==> src/rtl/core/scq_pkg.sv <==
// Shared types, scan code constants and character lookup functions for the
// scan code to ASCII queue. Depends on nothing; used by scq_keys, scq_queue and the top level.
package scq_pkg;

    localparam int QUEUE_DEPTH_DEF = 64;
    localparam int BYTE_W          = 8;
    localparam int CHAR_W          = 7;
    localparam int DROP_W          = 32;
    localparam int FILL_W          = 7;
    localparam int CODE_W          = 7;

    localparam logic [BYTE_W-1:0] CODE_PREFIX  = 8'hE0;
    localparam logic [CODE_W-1:0] CODE_LSHIFT  = 7'h2A;
    localparam logic [CODE_W-1:0] CODE_RSHIFT  = 7'h36;
    localparam logic [CODE_W-1:0] CODE_CAPS    = 7'h3A;
    localparam logic [CODE_W-1:0] CODE_ENTER   = 7'h1C;
    localparam logic [CODE_W-1:0] CODE_BKSP    = 7'h0E;
    localparam logic [CODE_W-1:0] CODE_SPACE   = 7'h39;
    localparam logic [CODE_W-1:0] CODE_DIGIT_LO = 7'h02;
    localparam logic [CODE_W-1:0] CODE_DIGIT_HI = 7'h0B;

    localparam logic [CHAR_W-1:0] CHAR_NONE    = 7'h00;
    localparam logic [CHAR_W-1:0] CHAR_NEWLINE = 7'h0A;
    localparam logic [CHAR_W-1:0] CHAR_BKSP    = 7'h08;
    localparam logic [CHAR_W-1:0] CHAR_SPACE   = 7'h20;
    localparam logic [CHAR_W-1:0] CASE_OFFSET  = 7'h20;

    typedef enum logic {
        FUNC_FEED = 1'b0,
        FUNC_POP  = 1'b1
    } func_t;

    typedef struct packed {
        logic              valid;
        logic [CHAR_W-1:0] ch;
    } push_req_t;

    function automatic logic [CHAR_W-1:0] letter_lookup(input logic [CODE_W-1:0] code);
        logic [CHAR_W-1:0] c;
        case (code)
            7'h1E: c = 7'h61; 7'h30: c = 7'h62; 7'h2E: c = 7'h63; 7'h20: c = 7'h64;
            7'h12: c = 7'h65; 7'h21: c = 7'h66; 7'h22: c = 7'h67; 7'h23: c = 7'h68;
            7'h17: c = 7'h69; 7'h24: c = 7'h6A; 7'h25: c = 7'h6B; 7'h26: c = 7'h6C;
            7'h32: c = 7'h6D; 7'h31: c = 7'h6E; 7'h18: c = 7'h6F; 7'h19: c = 7'h70;
            7'h10: c = 7'h71; 7'h13: c = 7'h72; 7'h1F: c = 7'h73; 7'h14: c = 7'h74;
            7'h16: c = 7'h75; 7'h2F: c = 7'h76; 7'h11: c = 7'h77; 7'h2D: c = 7'h78;
            7'h15: c = 7'h79; 7'h2C: c = 7'h7A;
            default: c = CHAR_NONE;
        endcase
        return c;
    endfunction

    function automatic logic [CHAR_W-1:0] digit_lookup(input logic [3:0] k,
                                                       input logic shifted);
        logic [CHAR_W-1:0] plain;
        logic [CHAR_W-1:0] shf;
        case (k)
            4'd0: begin plain = 7'h31; shf = 7'h21; end
            4'd1: begin plain = 7'h32; shf = 7'h40; end
            4'd2: begin plain = 7'h33; shf = 7'h23; end
            4'd3: begin plain = 7'h34; shf = 7'h24; end
            4'd4: begin plain = 7'h35; shf = 7'h25; end
            4'd5: begin plain = 7'h36; shf = 7'h5E; end
            4'd6: begin plain = 7'h37; shf = 7'h26; end
            4'd7: begin plain = 7'h38; shf = 7'h2A; end
            4'd8: begin plain = 7'h39; shf = 7'h28; end
            4'd9: begin plain = 7'h30; shf = 7'h29; end
            default: begin plain = CHAR_NONE; shf = CHAR_NONE; end
        endcase
        return shifted ? shf : plain;
    endfunction

endpackage

==> src/rtl/core/scq_ram.sv <==
// Generic single-write, single-read RAM with a registered read port.
// Depends on nothing.
module scq_ram #(
    parameter int WIDTH = 8,
    parameter int DEPTH = 64
) (
    input  logic                     clk,
    input  logic                     we,
    input  logic [$clog2(DEPTH)-1:0] waddr,
    input  logic [WIDTH-1:0]         wdata,
    input  logic                     re,
    input  logic [$clog2(DEPTH)-1:0] raddr,
    output logic [WIDTH-1:0]         rdata
);

    logic [WIDTH-1:0] mem_reg [DEPTH];
    logic [WIDTH-1:0] rdata_reg;

    always_ff @(posedge clk) begin
        if (we) begin
            mem_reg[waddr] <= wdata;
        end
        if (re) begin
            rdata_reg <= mem_reg[raddr];
        end
    end

    assign rdata = rdata_reg;

endmodule

==> src/rtl/core/scq_keys.sv <==
// Keyboard state tracking and scan code to ASCII translation.
// Depends on scq_pkg.
module scq_keys (
    input  logic                          aclk,
    input  logic                          aresetn,
    input  logic                          feed_fire,
    input  logic [scq_pkg::BYTE_W-1:0]    scan_byte,
    output scq_pkg::push_req_t            push_req
);

    logic lshift_reg, lshift_next;
    logic rshift_reg, rshift_next;
    logic caps_reg, caps_next;
    logic prefix_reg, prefix_next;

    logic                          is_prefix;
    logic                          released;
    logic [scq_pkg::CODE_W-1:0]    code;
    logic                          shifted;
    logic [scq_pkg::CHAR_W-1:0]    letter;
    logic                          is_digit;
    logic [scq_pkg::CODE_W-1:0]    digit_k;
    logic                          mapped;
    logic [scq_pkg::CHAR_W-1:0]    ch;

    assign is_prefix = (scan_byte == scq_pkg::CODE_PREFIX);
    assign released  = scan_byte[scq_pkg::BYTE_W-1];
    assign code      = scan_byte[scq_pkg::CODE_W-1:0];
    assign shifted   = lshift_reg | rshift_reg;
    assign letter    = scq_pkg::letter_lookup(code);
    assign is_digit  = (code >= scq_pkg::CODE_DIGIT_LO) && (code <= scq_pkg::CODE_DIGIT_HI);
    assign digit_k   = code - scq_pkg::CODE_DIGIT_LO;

    always_comb begin
        mapped = 1'b1;
        ch     = scq_pkg::CHAR_NONE;
        if (letter != scq_pkg::CHAR_NONE) begin
            ch = (shifted != caps_reg) ? (letter - scq_pkg::CASE_OFFSET) : letter;
        end else if (is_digit) begin
            ch = scq_pkg::digit_lookup(digit_k[3:0], shifted);
        end else if (code == scq_pkg::CODE_ENTER) begin
            ch = scq_pkg::CHAR_NEWLINE;
        end else if (code == scq_pkg::CODE_BKSP) begin
            ch = scq_pkg::CHAR_BKSP;
        end else if (code == scq_pkg::CODE_SPACE) begin
            ch = scq_pkg::CHAR_SPACE;
        end else begin
            mapped = 1'b0;
        end
    end

    assign push_req.valid = feed_fire && !is_prefix && !prefix_reg && !released && mapped;
    assign push_req.ch    = ch;

    always_comb begin
        lshift_next = lshift_reg;
        rshift_next = rshift_reg;
        caps_next   = caps_reg;
        prefix_next = prefix_reg;
        if (feed_fire) begin
            if (is_prefix) begin
                prefix_next = 1'b1;
            end else if (prefix_reg) begin
                prefix_next = 1'b0;
            end else if (code == scq_pkg::CODE_LSHIFT) begin
                lshift_next = !released;
            end else if (code == scq_pkg::CODE_RSHIFT) begin
                rshift_next = !released;
            end else if (code == scq_pkg::CODE_CAPS && !released) begin
                caps_next = !caps_reg;
            end
        end
    end

    always_ff @(posedge aclk) begin
        if (!aresetn) begin
            lshift_reg <= 1'b0;
            rshift_reg <= 1'b0;
            caps_reg   <= 1'b0;
            prefix_reg <= 1'b0;
        end else begin
            lshift_reg <= lshift_next;
            rshift_reg <= rshift_next;
            caps_reg   <= caps_next;
            prefix_reg <= prefix_next;
        end
    end

endmodule

==> src/rtl/core/scq_queue.sv <==
// Character FIFO with wrapping write and read counts and a drop counter.
// Depends on scq_pkg and scq_ram.
module scq_queue #(
    parameter int QUEUE_DEPTH = scq_pkg::QUEUE_DEPTH_DEF
) (
    input  logic                          aclk,
    input  logic                          aresetn,
    input  scq_pkg::push_req_t            push_req,
    input  logic                          pop_fire,
    output logic                          accepted,
    output logic [scq_pkg::CHAR_W-1:0]    rd_char,
    output logic [scq_pkg::DROP_W-1:0]    dropped_count,
    output logic [scq_pkg::FILL_W-1:0]    fill_level
);

    localparam int CW = $clog2(2 * QUEUE_DEPTH);
    localparam int AW = $clog2(QUEUE_DEPTH);
    localparam logic [CW-1:0] DEPTH_C = CW'(QUEUE_DEPTH);
    localparam logic [CW-1:0] LAST_C  = CW'(2 * QUEUE_DEPTH - 1);
    localparam logic [CW-1:0] SPAN_C  = CW'(2 * QUEUE_DEPTH);

    logic [CW-1:0]              wcnt_reg, wcnt_next;
    logic [CW-1:0]              rcnt_reg, rcnt_next;
    logic [scq_pkg::DROP_W-1:0] drop_reg, drop_next;

    logic [CW-1:0] fill;
    logic [CW-1:0] waddr_full;
    logic [CW-1:0] raddr_full;
    logic          full;
    logic          empty;
    logic          do_write;
    logic          do_read;

    assign fill       = (wcnt_reg >= rcnt_reg) ? (wcnt_reg - rcnt_reg)
                                               : (wcnt_reg - rcnt_reg + SPAN_C);
    assign full       = (fill == DEPTH_C);
    assign empty      = (fill == '0);
    assign waddr_full = (wcnt_reg >= DEPTH_C) ? (wcnt_reg - DEPTH_C) : wcnt_reg;
    assign raddr_full = (rcnt_reg >= DEPTH_C) ? (rcnt_reg - DEPTH_C) : rcnt_reg;
    assign do_write   = push_req.valid && !full;
    assign do_read    = pop_fire && !empty;
    assign accepted   = do_write || do_read;

    always_comb begin
        wcnt_next = wcnt_reg;
        rcnt_next = rcnt_reg;
        drop_next = drop_reg;
        if (do_write) begin
            wcnt_next = (wcnt_reg == LAST_C) ? '0 : wcnt_reg + CW'(1);
        end
        if (push_req.valid && full) begin
            drop_next = drop_reg + scq_pkg::DROP_W'(1);
        end
        if (do_read) begin
            rcnt_next = (rcnt_reg == LAST_C) ? '0 : rcnt_reg + CW'(1);
        end
    end

    always_ff @(posedge aclk) begin
        if (!aresetn) begin
            wcnt_reg <= '0;
            rcnt_reg <= '0;
            drop_reg <= '0;
        end else begin
            wcnt_reg <= wcnt_next;
            rcnt_reg <= rcnt_next;
            drop_reg <= drop_next;
        end
    end

    scq_ram #(
        .WIDTH (scq_pkg::CHAR_W),
        .DEPTH (QUEUE_DEPTH)
    ) u_ram (
        .clk   (aclk),
        .we    (do_write),
        .waddr (waddr_full[AW-1:0]),
        .wdata (push_req.ch),
        .re    (do_read),
        .raddr (raddr_full[AW-1:0]),
        .rdata (rd_char)
    );

    assign dropped_count = drop_reg;
    assign fill_level    = scq_pkg::FILL_W'(fill);

endmodule

==> src/rtl/core/scancode_to_ascii_queue.sv <==
// Scan code set 1 keyboard decoder feeding a character FIFO, top level.
// Each beat passes a staging register, which covers the queue RAM's registered read,
// then the output register. Throughput: one beat per cycle unless m_tready stalls.
// Reset (aresetn low, synchronous) empties the queue, zeroes the drop counter
// and clears shift, caps lock and prefix state; queue RAM contents are not cleared.
module scancode_to_ascii_queue #(
    parameter int QUEUE_DEPTH = scq_pkg::QUEUE_DEPTH_DEF
) (
    input  logic        aclk,
    input  logic        aresetn,
    input  logic        s_tvalid,
    output logic        s_tready,
    input  logic [7:0]  s_tdata,   // [7:0] scan_byte
    input  logic        s_tuser,   // [0] func
    output logic        m_tvalid,
    input  logic        m_tready,
    output logic [47:0] m_tdata,   // [6:0] character, [38:7] dropped_count,
                                   // [45:39] fill_level, [47:46] zero
    output logic        m_tuser    // [0] accepted
);

    logic                          s_fire;
    logic                          feed_fire;
    logic                          pop_fire;
    scq_pkg::push_req_t            push_req;
    logic                          q_accepted;
    logic [scq_pkg::CHAR_W-1:0]    rd_char;
    logic [scq_pkg::DROP_W-1:0]    dropped_count;
    logic [scq_pkg::FILL_W-1:0]    fill_level;

    logic                          st_valid_reg, st_valid_next;
    logic                          st_acc_reg;
    logic                          st_pop_reg;
    logic                          out_valid_reg, out_valid_next;
    logic                          out_acc_reg;
    logic [scq_pkg::CHAR_W-1:0]    out_char_reg;
    logic [scq_pkg::DROP_W-1:0]    out_drop_reg;
    logic [scq_pkg::FILL_W-1:0]    out_fill_reg;
    logic                          out_ready;
    logic                          st_move;

    assign out_ready = !out_valid_reg || m_tready;
    assign st_move   = st_valid_reg && out_ready;
    assign s_tready  = !st_valid_reg || out_ready;
    assign s_fire    = s_tvalid && s_tready;
    assign feed_fire = s_fire && (scq_pkg::func_t'(s_tuser) == scq_pkg::FUNC_FEED);
    assign pop_fire  = s_fire && (scq_pkg::func_t'(s_tuser) == scq_pkg::FUNC_POP);

    scq_keys u_keys (
        .aclk      (aclk),
        .aresetn   (aresetn),
        .feed_fire (feed_fire),
        .scan_byte (s_tdata),
        .push_req  (push_req)
    );

    scq_queue #(
        .QUEUE_DEPTH (QUEUE_DEPTH)
    ) u_queue (
        .aclk          (aclk),
        .aresetn       (aresetn),
        .push_req      (push_req),
        .pop_fire      (pop_fire),
        .accepted      (q_accepted),
        .rd_char       (rd_char),
        .dropped_count (dropped_count),
        .fill_level    (fill_level)
    );

    always_comb begin
        st_valid_next = st_valid_reg;
        if (s_fire) begin
            st_valid_next = 1'b1;
        end else if (st_move) begin
            st_valid_next = 1'b0;
        end
        out_valid_next = out_valid_reg;
        if (st_move) begin
            out_valid_next = 1'b1;
        end else if (m_tready) begin
            out_valid_next = 1'b0;
        end
    end

    always_ff @(posedge aclk) begin
        if (!aresetn) begin
            st_valid_reg  <= 1'b0;
            out_valid_reg <= 1'b0;
        end else begin
            st_valid_reg  <= st_valid_next;
            out_valid_reg <= out_valid_next;
        end
    end

    always_ff @(posedge aclk) begin
        if (s_fire) begin
            st_acc_reg <= q_accepted;
            st_pop_reg <= pop_fire;
        end
        if (st_move) begin
            out_acc_reg  <= st_acc_reg;
            out_char_reg <= (st_pop_reg && st_acc_reg) ? rd_char : scq_pkg::CHAR_NONE;
            out_drop_reg <= dropped_count;
            out_fill_reg <= fill_level;
        end
    end

    assign m_tvalid = out_valid_reg;
    assign m_tuser  = out_acc_reg;
    assign m_tdata  = {2'b00, out_fill_reg, out_drop_reg, out_char_reg};

endmodule

==> config.mk <==
export PLATFORM = sky130hd
export DESIGN_NAME = scancode_to_ascii_queue
export DESIGN_NICKNAME = d
export VERILOG_FILES = /design/src/rtl/core/scq_pkg.sv /design/src/rtl/core/scq_ram.sv /design/src/rtl/core/scq_keys.sv /design/src/rtl/core/scq_queue.sv /design/src/rtl/core/scancode_to_ascii_queue.sv
export SDC_FILE = /design/constraint.sdc
export NUM_CORES = 1
export LEC_CHECK = 0
export BUFFER_PORTS_ARGS = -buffer_cell sky130_fd_sc_hd__buf_4
export CAP_MARGIN = 20
export CORE_MARGIN = 10
export CORE_UTILIZATION = 35
export CTS_CLUSTER_DIAMETER = 50
export DETAILED_ROUTE_END_ITERATION = 7
export SKIP_LAST_GASP = 1
export SLEW_MARGIN = 25
export SYNTH_ARGS = -nofsm -noshare
export SYNTH_HDL_FRONTEND = slang
export SYNTH_HIERARCHICAL = 1
export SYNTH_SLANG_ARGS = --single-unit
==> constraint.sdc <==
create_clock -name aclk -period 13.5 [get_ports aclk]
set_input_delay 2.7 -clock aclk [delete_from_list [all_inputs] [get_ports aclk]]
set_output_delay 2.7 -clock aclk [all_outputs]
set_load 0.05 [all_outputs]
# Word-level counts from Yosys, hierarchy flattened
# Memories as Yosys holds them, arrays and structs flattened. A register that Yosys moved wholly into a read port is not among the register bits.
# Index checks and enable logic that the tools add are counted.
[word_totals] word_cells=103 mem_count=3 reg_bits=101 rom_bits=656 mem_bits_rw=448 in_bits=13
[op_classes] order_cmp=4 reduce_logical=32 n_mux=24 n_bitwise=6 add_sub_neg=8 eq_ne=11
[memory_table] name="(name not given)" words=64 word_bits=7 rd=1 rd_ports_with_merged_regs=0 wr=0 line="scq_pkg.sv:40" text="case (code)"
[memory_table] name="u_queue.u_ram.mem_reg" words=64 word_bits=7 rd=1 rd_ports_with_merged_regs=1 wr=1 line="scq_ram.sv:16" text="logic [WIDTH-1:0] mem_reg [DEPTH];"
[memory_table] name="(name not given)" words=16 word_bits=13 rd=1 rd_ports_with_merged_regs=0 wr=0 line="scq_pkg.sv:57" text="case (k)"
[ops] op="$mux W7" n=9
[ops] op="$add A32 B1 Y32 const B" n=1
[ops] op="$eq A7 B6 Y1 const B" n=4
[ops] op="$eq A7 B7 Y1 const B" n=3
[ops] op="$mux W6" n=3
[ops] op="$add A7 B1 Y7 const B" n=2
[ops] op="$ge A7 B7 Y1 const B" n=2
[ops] op="$logic_and A1 B1 Y1" n=14
[ops] op="$mux W1" n=12
[ops] op="$sub A6 B1 Y6 const B" n=2
[ops] op="$eq A8 B8 Y1 const B" n=1
[ops] op="$logic_not A1 Y1" n=8
[ops] op="$eq A7 B4 Y1 const B" n=1
[ops] op="$eq A7 B5 Y1 const B" n=1
[ops] op="$ge A7 B2 Y1 const B" n=1
[ops] op="$le A7 B4 Y1 const B" n=1
[ops] op="$logic_not A7 Y1" n=1
[ops] op="$reduce_bool A7 Y1" n=1
[ops] op="$sub A7 B6 Y7 const B" n=1
[ops] op="$sub A7 B7 Y7" n=1
[ops] op="$reduce_and A6 Y1" n=1
[ops] op="$not A1 Y1" n=5
[ops] op="$reduce_and A5 Y1" n=1
[ops] op="$reduce_and A4 Y1" n=1
[ops] op="5 further kinds" n=8

# Depth between registers and ports, before layout
[logic_depth] word_depth=12 depth_mapped=17

# Cells and area by module
# The synthesis kept the hierarchy.
[modules_own_cells] mod="scq_ram" area_per_inst_um2=17705.7 cells_each=827 instances=1 seq_area_each_um2=13663.1
[modules_own_cells] mod="scq_queue" area_per_inst_um2=2897.8 cells_each=356 instances=1 seq_area_each_um2=920.9
[modules_own_cells] mod="scancode_to_ascii_queue" area_per_inst_um2=1636.6 cells_each=70 instances=1 seq_area_each_um2=1511.4
[modules_own_cells] mod="scq_keys" area_per_inst_um2=1158.6 cells_each=153 instances=1 seq_area_each_um2=80.1

# Least setup slack after synthesis
# OpenSTA, ideal clock, no wires.
[synth_timing] kind="input port to flip-flop" from="input port s_tdata[1]" to="memory u_queue/u_ram/mem_reg[0][0] (netlist name) (data pin)" path_stages=9 arrival_time_ns=6.490 setup_time_ns=0.702 required_time_ns=12.798 setup_slack_ns=6.308 n_path_buf=1 path_cell_list="inv_1 ha_1 ha_1 clkbuf_1 nand2_1 a21boi_0 mux2i_1 o21ai_0 o21ai_0"
[synth_rtl] element="start, declared" line="scancode_to_ascii_queue.sv:13" text="input logic [7:0] s_tdata,"
[synth_rtl] element="end, declared" line="scq_ram.sv:16"

==> results.tsv <==
stage	metric	value	unit
status	outcome	finished, final reports clean	
global_routing	grt_pass1_vias	13091	
hold_path	hp-class	register to register	
pwr	total_power	4.09	mW
sta	holdWs	469	ps
routing	drcViolationCount	0	
yosys	synth_area_leaders	edfxtp_1 (65%), mux4_2 (11%), dfxtp_1 (4.4%)	
run	cap_violations	0	
final_layout	drive_gt1_share	20.9	%
global_routing	grt_max_degree	80	
sta	worst_slew_pin_slew	972	ps
place	hpwl	33.8	mm
clock_tree	cts_max_level	2	
floorplan	die_area	77600	µm²
worst_setup_path	max_stage_delay	840	ps
worst_setup_path	critical_path.max_fanout	9	
routing	wirelength	55.2	mm
floorplan	io_pins	64	
clock_tree	tritoncts	done	
yosys	ys_seq_area_share	69.1	%
final_layout	synthToLayoutAreaGrowth	13.6	%
sta	fin_setup_tns	0	ps
worst_setup_path	startpoint_type	primary input	
worst_setup_path	r2r_cells	8	
worst_setup_path	path_common_cell	inv_1	
final_layout	fin_cells	2367	
worst_setup_path	crit_end	u_queue/u_ram/mem_reg[37][0]$_DFFE_PP_	
clock_tree	cts-resized-gates	0	
final_layout	final_util	40.3	%
worst_setup_path	required	13740	ps
place	dp_cells	2266	
worst_setup_path	arrival	7710	ps
routing	vias_per_cell	5.58	
worst_setup_path	critPathTopFamily	compound AO/OA/AOI/OAI gates	
floorplan	die_x	279	µm
clock_tree	cts.sinks	556	
place	place_congestion	0.877	
pwr	p_per_area	154	nW/µm²
worst_setup_path	crit_path_end_kind	register	
global_routing	antenna_found_initial	0	
final_layout	n_antenna_cell	0	
place	portBuffers	61	
worst_setup_path	r2r-start	m_tvalid$_SDFFE_PN0P_	
routing	drt_iter0_drc	1114	
floorplan	core_area	66000	µm²
sta	slew_viol_final	0	
worst_setup_path	slowest_stage	nand3_1	
floorplan	fp.dieH	279	µm
place	postPlaceCellArea	24700	µm²
place	dp_slack	5450	ps
yosys	syn_avg_cell_area	16.6	µm²
worst_setup_path	regToRegEndpoint	u_queue/u_ram/mem_reg[37][0]$_DFFE_PP_	
final_layout	stdcell_area	26600	µm²
routing	vias	13199	
sta	finalCritPeriodShare	55.4	%
yosys	synth_ff_type	edfxtp_1	
final_layout	num-fill-cells	5843	
worst_setup_path	crit_chain	buf_4 > inv_1 > ha_1 > mux2i_1 > a2111oi_0 > o21ai_0 > nand2_2 > nor4_4 > a41oi_1 > inv_1 > a21oi_1 > nand3_1 > nor2_1	
worst_setup_path	cp_num_cells	13	
yosys	synth_seq_cells	556	
sta	worst_slack	6030	ps
routing	antenna_left	0	
floorplan	initial_utilization	35.5	%
clock_tree	root_buffer	clkbuf_16	
routing	wl_per_cell	23.3	µm
yosys	ys_async_sr_fraction	0	%
worst_setup_path	worstSetupPathType	primary input to register	
sta	max_freq	134	MHz
yosys	synth-edff-count	504	
clock_tree	clk_latency	620	ps
yosys	yosysWarnings	6	
yosys	synth_top_area_share	64.7	%
sta	setup_violations	0	
clock_tree	post_cts_buffers	0	
floorplan	num_rows	94	
yosys	yosysTopAreaCell	edfxtp_1	
global_routing	grt_pass1_wl	83.8	mm
yosys	synth_area	23400	µm²
sta	relSlewSlack	35.2	%
yosys	synth_cell_types	86	
routing	dr.pass1.iters	5	
final_layout	fin_nets	1496	
global_routing	grt_overflow	0	
worst_setup_path	crit_path_start	s_tdata[1]	
global_routing	grt_usage	14.0	%
sta	rsz0062_at_grt	false	
worst_setup_path	cp_num_buf_inv	3	
sta	period_needed	7470	ps
sta	final-hold-violation-count	0	
clock_tree	cts.clk_slew.worst_paths	70	ps
clock_tree	cts_buffers	55	
yosys	syn_inst	1406	
final_layout	largest_reg_flops	448	
pwr	vdd_drop_max	106	µV
final_layout	final_common_cell	edfxtp_1	
worst_setup_path	reg2reg_slack	8190	ps
pwr	p_leak	8.33	nW
clock_tree	cts_hold_buffers	0	
sta	skew	24.1	ps
clock_tree	cts_buffer_depth	3	
final_layout	final_cell_mix	edfxtp_1 (504), mux4_2 (112), nor2_1 (95)	
area by class of cell:
type / count / area, µm² / share of cell area, %
clock inverter: 38 / 484 / 1.82
tap: 864 / 1080 / 4.07
inverter: 30 / 113 / 0.424
sequential: 556 / 16200 / 60.9
clock buffer: 63 / 1410 / 5.29
timing repair buffer: 76 / 571 / 2.15
multi-input combinational: 740 / 6730 / 25.3
power breakdown:
group	total, mW	internal (mW)	leakage (nW)	switching (mW)
Clock	1.58	0.916	0.908	0.663
Sequential	1.95	1.92	5.05	0.0308
Combinational	0.559	0.203	2.38	0.357
Total	4.09	3.04	8.33	1.05
worst reg2reg max path, stage by stage (launching register included):
cell     delay, ps
dfxtp_1        320
and3b_2        230
nor3b_1        630
or3b_2         500
a41oi_1        590
inv_1          290
a21oi_1        760
nand3_1        850
nor2_1         780
layer usage:
metal | vias to the layer above | wire [µm] | GRT usage [%]
li1 | 5801 | - | -
met4 | 0 | 1850 | 5.28
met2 | 519 | 27000 | 23.3
met5 | - | 0 | 0
met3 | 108 | 3650 | 2.57
met1 | 6771 | 22600 | 17.9
worst min path at each step:
stage	startpoint	cells after the start	endpoint
4_1_cts	u_queue/dropped_count[31]$_SDFFE_PN0P_	0	out_drop_reg[31]$_DFFE_PP_
3_5_place_dp	u_queue/dropped_count[31]$_SDFFE_PN0P_	0	out_drop_reg[31]$_DFFE_PP_
2_1_floorplan	u_queue/dropped_count[31]$_SDFFE_PN0P_	0	out_drop_reg[31]$_DFFE_PP_
3_3_place_gp	u_queue/dropped_count[31]$_SDFFE_PN0P_	0	out_drop_reg[31]$_DFFE_PP_
6_report	u_queue/dropped_count[31]$_SDFFE_PN0P_	0	out_drop_reg[31]$_DFFE_PP_
5_1_grt	u_queue/dropped_count[31]$_SDFFE_PN0P_	0	out_drop_reg[31]$_DFFE_PP_
logic make-up after synthesis:
| logic type | share of synthesized area [%] |
|---|---|
| flops | 69.1 |
| simple gates | 7.86 |
| compound gates | 6.48 |
| mux | 12.5 |
| buf+inv | 2.48 |
| fa+ha+maj | 1.32 |
| xor+xnor | 0.225 |
| other cells | 0.0160 |
Yosys cell counts (all sizes together), types with 6 or more instances:
master  number
a22oi        8
ha          23
nor2        96
a21oi       28
o22ai       16
nor3        12
inv         28
mux2         6
nand3       34
nor4        11
clkbuf      40
o211ai       7
or4          7
o21ai       33
o311ai      20
and3        22
mux4       112
nand4       17
nor2b        9
nand2       61
o31ai       27
a211oi       6
edfxtp     504
nand2b      34
and4         6
dfxtp       52
a21o         6
o221ai      11
buf         41
mux2i       33
Note: power is estimated with default switching activity, not from simulation.
